### config.mk
export PLATFORM = sky130hd
export DESIGN_NAME = top_k_sorted_insert
export DESIGN_NICKNAME = d
export VERILOG_FILES = /design/src/design/tksi_pkg.sv /design/src/design/tksi_ctrl.sv /design/src/design/tksi_datapath.sv /design/src/design/top_k_sorted_insert.sv
export SDC_FILE = /design/constraint.sdc
export NUM_CORES = 1
export LEC_CHECK = 0
export BUFFER_PORTS_ARGS = -buffer_cell sky130_fd_sc_hd__clkbuf_2
export CAP_MARGIN = 40
export CORE_AREA = 4 4 254 256
export CTS_BUF_LIST = sky130_fd_sc_hd__clkbuf_16
export DETAILED_ROUTE_END_ITERATION = 8
export DIE_AREA = 0 0 258 260
export PLACE_DENSITY_LB_ADDON = 0.2
export SLEW_MARGIN = 10
export SYNTH_ARGS = -nofsm -noshare
export SYNTH_HDL_FRONTEND = slang
export SYNTH_SLANG_ARGS = --single-unit
### constraint.sdc
create_clock -name aclk -period 8.15 [get_ports aclk]
set_input_delay 0.4075 -clock aclk [delete_from_list [all_inputs] [get_ports aclk]]
set_output_delay 0.4075 -clock aclk [all_outputs]
set_load 0.02 [all_outputs]
### src/design/tksi_pkg.sv
// shared constants and types for the top-k sorted insertion block
package tksi_pkg;

    localparam int CAPACITY   = 10;
    localparam int TAG_BITS   = 32;
    localparam int SCORE_BITS = 32;
    localparam int CNT_W      = $clog2(CAPACITY + 1);
    localparam int FIELD_W    = 4;
    localparam int OUT_TAG_W  = 32;
    localparam int S_DATA_W   = 64;
    localparam int M_DATA_W   = 80;

    typedef enum logic [0:0] {
        ST_IDLE,
        ST_EXEC
    } tksi_state_t;

    typedef struct packed {
        logic load_in;
        logic exec;
    } tksi_cmd_t;

    typedef struct packed {
        logic                          accepted;
        logic [FIELD_W-1:0]            rank;
        logic [FIELD_W-1:0]            entry_count;
        logic                          evicted;
        logic signed [SCORE_BITS-1:0]  evicted_score;
        logic [OUT_TAG_W-1:0]          evicted_tag;
    } tksi_result_t;

endpackage

### src/design/tksi_ctrl.sv
// controller: accepts one word, runs the insert step, holds the output valid
module tksi_ctrl
    import tksi_pkg::*;
(
    input  logic      aclk,
    input  logic      aresetn,
    input  logic      s_tvalid,
    output logic      s_tready,
    output logic      m_tvalid,
    input  logic      m_tready,
    output tksi_cmd_t cmd
);

    tksi_state_t state_reg, state_next;
    logic        out_valid_reg, out_valid_next;

    always_ff @(posedge aclk) begin
        if (!aresetn) begin
            state_reg     <= ST_IDLE;
            out_valid_reg <= 1'b0;
        end else begin
            state_reg     <= state_next;
            out_valid_reg <= out_valid_next;
        end
    end

    always_comb begin
        state_next     = state_reg;
        out_valid_next = out_valid_reg && !m_tready;
        s_tready       = 1'b0;
        cmd            = '0;
        unique case (state_reg)
            ST_IDLE: begin
                // output slot empty, or its word leaves at this same edge
                s_tready    = !out_valid_reg || m_tready;
                cmd.load_in = s_tvalid && s_tready;
                if (cmd.load_in) begin
                    state_next = ST_EXEC;
                end
            end
            ST_EXEC: begin
                cmd.exec       = 1'b1;
                out_valid_next = 1'b1;
                state_next     = ST_IDLE;
            end
            default: begin
                state_next = ST_IDLE;
            end
        endcase
    end

    assign m_tvalid = out_valid_reg;

endmodule

### src/design/tksi_datapath.sv
// datapath: held list, parallel compare, combinational shift insert, result register
module tksi_datapath
    import tksi_pkg::*;
(
    input  logic                         aclk,
    input  logic                         aresetn,
    input  tksi_cmd_t                    cmd,
    input  logic signed [SCORE_BITS-1:0] in_score,
    input  logic [TAG_BITS-1:0]          in_tag,
    output tksi_result_t                 result
);

    logic signed [SCORE_BITS-1:0] score_in_reg;
    logic [TAG_BITS-1:0]          tag_in_reg;
    logic signed [SCORE_BITS-1:0] held_score_reg [CAPACITY];
    logic [TAG_BITS-1:0]          held_tag_reg   [CAPACITY];
    logic signed [SCORE_BITS-1:0] held_score_next [CAPACITY];
    logic [TAG_BITS-1:0]          held_tag_next   [CAPACITY];
    logic [CNT_W-1:0]             count_reg, count_next;
    tksi_result_t                 result_reg, result_next;

    logic             full, evict, place;
    logic [CNT_W-1:0] n_eff, pos;
    logic [CAPACITY-1:0] ge, prev_ge;

    // eviction check, and entries at or above the new score, a prefix since the list is sorted
    always_comb begin
        full  = (count_reg == CNT_W'(CAPACITY));
        evict = full && (held_score_reg[CAPACITY-1] < score_in_reg);
        place = !full || evict;
        n_eff = evict ? CNT_W'(CAPACITY - 1) : count_reg;
        pos   = '0;
        for (int i = 0; i < CAPACITY; i++) begin
            ge[i] = (CNT_W'(i) < n_eff) && (held_score_reg[i] >= score_in_reg);
            if (ge[i]) begin
                pos = CNT_W'(i + 1);
            end
        end
        prev_ge[0] = 1'b1;
        for (int i = 1; i < CAPACITY; i++) begin
            prev_ge[i] = ge[i-1];
        end
    end

    // keep above the slot, drop new word in, shift the rest down by one
    always_comb begin
        held_score_next[0] = ge[0] ? held_score_reg[0] : score_in_reg;
        held_tag_next[0]   = ge[0] ? held_tag_reg[0]   : tag_in_reg;
        for (int i = 1; i < CAPACITY; i++) begin
            if (ge[i]) begin
                held_score_next[i] = held_score_reg[i];
                held_tag_next[i]   = held_tag_reg[i];
            end else if (prev_ge[i]) begin
                held_score_next[i] = score_in_reg;
                held_tag_next[i]   = tag_in_reg;
            end else begin
                held_score_next[i] = held_score_reg[i-1];
                held_tag_next[i]   = held_tag_reg[i-1];
            end
        end
        count_next = place ? (n_eff + CNT_W'(1)) : count_reg;
    end

    always_comb begin
        result_next.accepted      = place;
        result_next.rank          = place ? FIELD_W'(pos) : '0;
        result_next.entry_count   = FIELD_W'(count_next);
        result_next.evicted       = evict;
        result_next.evicted_score = evict ? held_score_reg[CAPACITY-1] : '0;
        result_next.evicted_tag   = evict ? OUT_TAG_W'(held_tag_reg[CAPACITY-1]) : '0;
    end

    always_ff @(posedge aclk) begin
        if (!aresetn) begin
            count_reg <= '0;
        end else if (cmd.exec) begin
            count_reg <= count_next;
        end
    end

    always_ff @(posedge aclk) begin
        if (cmd.load_in) begin
            score_in_reg <= in_score;
            tag_in_reg   <= in_tag;
        end
        if (cmd.exec) begin
            result_reg <= result_next;
            if (place) begin
                for (int i = 0; i < CAPACITY; i++) begin
                    held_score_reg[i] <= held_score_next[i];
                    held_tag_reg[i]   <= held_tag_next[i];
                end
            end
        end
    end

    assign result = result_reg;

endmodule

### src/design/top_k_sorted_insert.sv
// top level of the top-k sorted insertion list
//
// keeps the CAPACITY best entries (score, tag) in descending score order.
// input stream s_*: one word per offered entry, score and tag in s_tdata.
// output stream m_*: one word per input word with accepted, rank, count
// after the step and the evicted entry, if any (zeros when none).
// a full list rejects an entry that does not beat the lowest held score;
// otherwise the lowest entry is evicted. ties go behind equal scores.
// timing: a word is taken into the input registers and the compare/shift
// step runs in the execute state; m_tvalid rises as the result register
// is written at the end of that step, and the word then waits for m_tready.
// a new word is not taken while a step is pending; the controller's
// load/execute sequence holds s_tready low around the compare and shift.
// the result sits in an output register; a new input is taken only while
// that register is empty or its word leaves at the same edge, so a
// stalled m_tready holds back s_tready and no word is lost.
// reset (aresetn low, synchronous) empties the list and drops m_tvalid;
// held entries are not cleared, only entries below the count are ever read.
module top_k_sorted_insert
    import tksi_pkg::*;
(
    input  logic                aclk,
    input  logic                aresetn,
    input  logic                s_tvalid,
    output logic                s_tready,
    input  logic [S_DATA_W-1:0] s_tdata,   // score[31:0], entry_tag[63:32]
    output logic                m_tvalid,
    input  logic                m_tready,
    output logic [M_DATA_W-1:0] m_tdata    // accepted[0], rank[4:1], entry_count[8:5],
                                           // evicted[9], evicted_score[41:10],
                                           // evicted_tag[73:42], zero pad[79:74]
);

    tksi_cmd_t    cmd;
    tksi_result_t result;

    // control: handshakes and step sequencing
    tksi_ctrl u_ctrl (
        .aclk     (aclk),
        .aresetn  (aresetn),
        .s_tvalid (s_tvalid),
        .s_tready (s_tready),
        .m_tvalid (m_tvalid),
        .m_tready (m_tready),
        .cmd      (cmd)
    );

    // list storage and insert logic; tag keeps its low TAG_BITS bits
    tksi_datapath u_datapath (
        .aclk     (aclk),
        .aresetn  (aresetn),
        .cmd      (cmd),
        .in_score (s_tdata[SCORE_BITS-1:0]),
        .in_tag   (TAG_BITS'(s_tdata[S_DATA_W-1:SCORE_BITS])),
        .result   (result)
    );

    // pack the result word, lowest field first
    assign m_tdata = {6'b0,
                      result.evicted_tag,
                      result.evicted_score,
                      result.evicted,
                      result.entry_count,
                      result.rank,
                      result.accepted};

    // one word at a time: no second input while a step is pending
    assert property (@(posedge aclk) disable iff (!aresetn)
        (s_tvalid && s_tready) |=> !s_tready)
        else $error("input taken while a step is pending");

    // every accepted input word has m_tvalid high once its execute step is done
    assert property (@(posedge aclk) disable iff (!aresetn)
        (s_tvalid && s_tready) |=> ##1 m_tvalid)
        else $error("result missing after input word");

    // a rejected entry leaves no eviction and rank zero
    assert property (@(posedge aclk) disable iff (!aresetn)
        (m_tvalid && !m_tdata[0]) |-> (!m_tdata[9] && (m_tdata[4:1] == 4'd0)))
        else $error("rejected entry reports eviction or rank");

    // count never passes the list capacity
    assert property (@(posedge aclk) disable iff (!aresetn)
        m_tvalid |-> (m_tdata[8:5] <= FIELD_W'(CAPACITY)))
        else $error("entry count beyond capacity");

endmodule

==> impl_metrics.yaml <==
global_routing:
  grt_max_degree: 60
  grt_pass1_vias: 24410
  antenna_found_initial: 1
  overflow: 0
  grt_util_all_layers: 0.302
  grt_pass1_wl_um: 152000
flow_run:
  cap_violations: 0
drt:
  drc: 0
  dr_wl_met2_um: 47400
  totalWireLength_um: 102000
  wire_per_inst_um: 26.4
  vias: 24087
  top_layer: "met4"
  drtIter0Drc: 2512
  drt_pass1_iterations: 5
  wl_met1_um: 42000
  met3WireLength_um: 9280
  ant_nets: 0
  via_per_inst: 6.27
synthesis:
  yosysWarnings: 0
  syn_inst: 2688
  synth_common_cells: "edfxtp_1, mux2_2, ha_1"
  ys_seq_area_frac: 0.612
  yosys-top-cells-area: "edfxtp_1, mux2_2, ha_1"
  synth.most_common_cell: "edfxtp_1"
  synth-seq-cells: 784
  synth-edff-count: 778
  async_reset_ff_frac: 0
  synth_area_leader_cell: "edfxtp_1"
  synth_top_area_share: 0.609
  synth_area_um2: 38400
  syn_avg_cell_area_um2: 14.3
  synth_cell_types: 72
  synth_flop_cell: "edfxtp_1"
cts:
  clock-sinks: 784
  post_cts_buffers: 0
  clockBufferDepth: 3
  clk_pin_slew_ns: 0.07
  cts_resized: 0
  cts_buffers: 82
  cts_root_buf: "clkbuf_16"
  clock_latency_ns: 0.64
  cts_max_level: 3
  cts_tree: "done"
finish:
  fin_nets: 3320
  drive_gt1_frac: 0.247
  syn_to_final_growth_pct: 13.8
hold_path:
  min_to: "u_datapath.score_in_reg[3]"
  hp-start: "s_tdata[3]"
  worstHoldPathCells: 1
  hold_path.class: "input port to flop"
power_and_ir_drop:
  power.leakage_nw: 16.8
  p_per_area_nw_per_um2: 213
  vdd_ir_drop_max_mv: 0.195
  internal_power_w: 0.00707
  p_sw_frac: 0.239
  pwr-share-seq: 0.515
  p_sw_w: 0.00223
  pwr-share-comb: 0.087
  clkPwrFrac: 0.398
worst_setup_path:
  reg2reg_from: "u_datapath.score_in_reg[31]"
  worstReg2RegEnd: "u_datapath.held_score_reg[8][20]"
  cp-end-kind: "flop"
  reg2reg_slack_ns: 2.84
  r2r_cells: 12
  required_ns: 8.43
  cp_max_fo: 36
  cp-start-kind: "flop"
  crit_type: "flop to flop"
  worstPathArrival_ns: 5.59
sta:
  setup_violations: 0
  max_freq_ghz: 0.188
  report.final.slew_viol_count: 0
  tns_ns: 0
  fin_skew_ns: 0.0348
  rsz0062_at_grt: "false"
  period_share: 0.652
  max_slew_margin: 0.420
  period_minus_slack_ns: 5.31
  tightest_slew_ns: 0.849
  hold_viol: 0
  holdWs_ns: 0.0256
die:
  die_h_um: 260
  core_um2: 62500
  die_x_um: 258
  dieArea_um2: 67100
  ios: 150
  initial_utilization: 0.614
  rows: 92
placed_design:
  port_buffers: 143
  routabilityCongestion: 0.946
  dp_hpwl_um: 67100
outcome:
  outcome: "finished clean"
routing by layer:
layer | GRT usage | up-vias
met1 | 0.421 | 12054
met4 | 0.0965 | 0
met2 | 0.478 | 1066
li1 | - | 10807
met5 | 0 | -
met3 | 0.0702 | 160
how the worst max path moves through the flow:
stage | from | endpoint | slack, ns | cells after the start
6_report | u_datapath.score_in_reg[31] | u_datapath.held_score_reg[8][20] | 2.84 | 12
5_1_grt | u_datapath.score_in_reg[1] | u_datapath.held_score_reg[8][21] | 2.69 | 12
4_1_cts | u_datapath.score_in_reg[31] | u_datapath.held_score_reg[8][20] | 2.88 | 12
3_5_place_dp | u_datapath.score_in_reg[31] | u_datapath.held_score_reg[8][10] | 2.99 | 12
3_3_place_gp | u_datapath.score_in_reg[1] | u_datapath.held_score_reg[3][21] | 2.91 | 10
2_1_floorplan | u_datapath.score_in_reg[19] | u_datapath.held_score_reg[6][0] | 2.31 | 11
stage by stage:
step           setup WS (ns)  power, W  utilization  instances  cell area, um2
4_1_cts                 2.88   0.00933        0.698       3841           43600
6_report                2.84   0.00929        0.699       3843           43700
3_5_place_dp            2.99   0.00563        0.646       3628           40400
3_3_place_gp            2.91   0.00559        0.640       3610           40000
2_1_floorplan           2.31   0.00531            -       2693           38400
5_1_grt                 2.69   0.00962        0.698       3842           43700
critical path, cell delays in order, from the launching register on:
cell and delay, ns:
edfxtp_1 0.47, inv_1 0.28, ha_1 0.55, nand4_1 0.39, nor3_1 0.64, nand3_1 0.24, o41ai_1 0.35, a2111oi_0 0.20
nor2_4 0.56, buf_4 0.47, buf_16 0.28, nor2_4 0.07, buf_4 0.34
repair_timing:
action	4_1_cts	5_1_grt
hold endpoints to repair	62	0
setup endpoints to repair	0	0
hold buffers	62	0
layout make-up:
type / instances / area (um2)
sequential: 784 / 23500
fill: 4180 / 18800
multi-input combinational: 1745 / 14300
clock buffer: 84 / 2100
timing repair buffer: 252 / 1940
tap: 846 / 1060
clock inverter: 67 / 541
inverter: 64 / 240
antenna: 1 / 2.50
cells in the final DEF, fill, tap and decap left out, types with 7 or more instances in the layout:
cell,synthesis,routed
edfxtp_1,778,778
mux2_2,383,383
ha_1,323,323
nand2_1,294,294
o21ai_0,170,170
clkbuf_2,0,143
a21oi_1,106,106
clkbuf_16,0,84
inv_1,63,83
and2_1,68,64
dlygate4sd3_1,0,62
nand4_1,50,50
nor2_1,53,43
mux2_4,33,33
a21o_1,30,30
nand3_1,29,29
buf_4,7,28
clkinv_1,0,25
nor3_1,17,17
nor2b_1,17,15
o211ai_1,15,15
a211oi_1,13,13
o21a_1,13,12
o21ai_1,12,12
nor2_4,0,10
a31oi_1,9,9
nand2b_1,8,8
and4_1,8,8
and3_1,8,8
clkinv_2,0,8
buf_16,0,8
bufinv_16,0,7
buf_12,0,7
cells by family after synthesis:
group                      synth area share
DFF                                   0.612
xor gates and xnor gates           0.000913
adders and majority gates             0.105
muxes                                 0.126
and+or+nand+nor                      0.0704
buffers and inverters                0.0199
AOI/OAI and AO/OA                    0.0657
other                             0.0000977
power groups by stage:
| stage | clock [W] | sequential (W) | combinational (W) |
|---|---|---|---|
| 6_report | 0.00370 | 0.00478 | 0.000812 |
| 5_1_grt | 0.00393 | 0.00480 | 0.000895 |
| 4_1_cts | 0.00375 | 0.00478 | 0.000803 |
| 3_5_place_dp | 0 | 0.00486 | 0.000774 |
| 3_3_place_gp | 0 | 0.00485 | 0.000737 |
| 2_1_floorplan | 0 | 0.00484 | 0.000473 |
(Power assumes the default switching activity.)
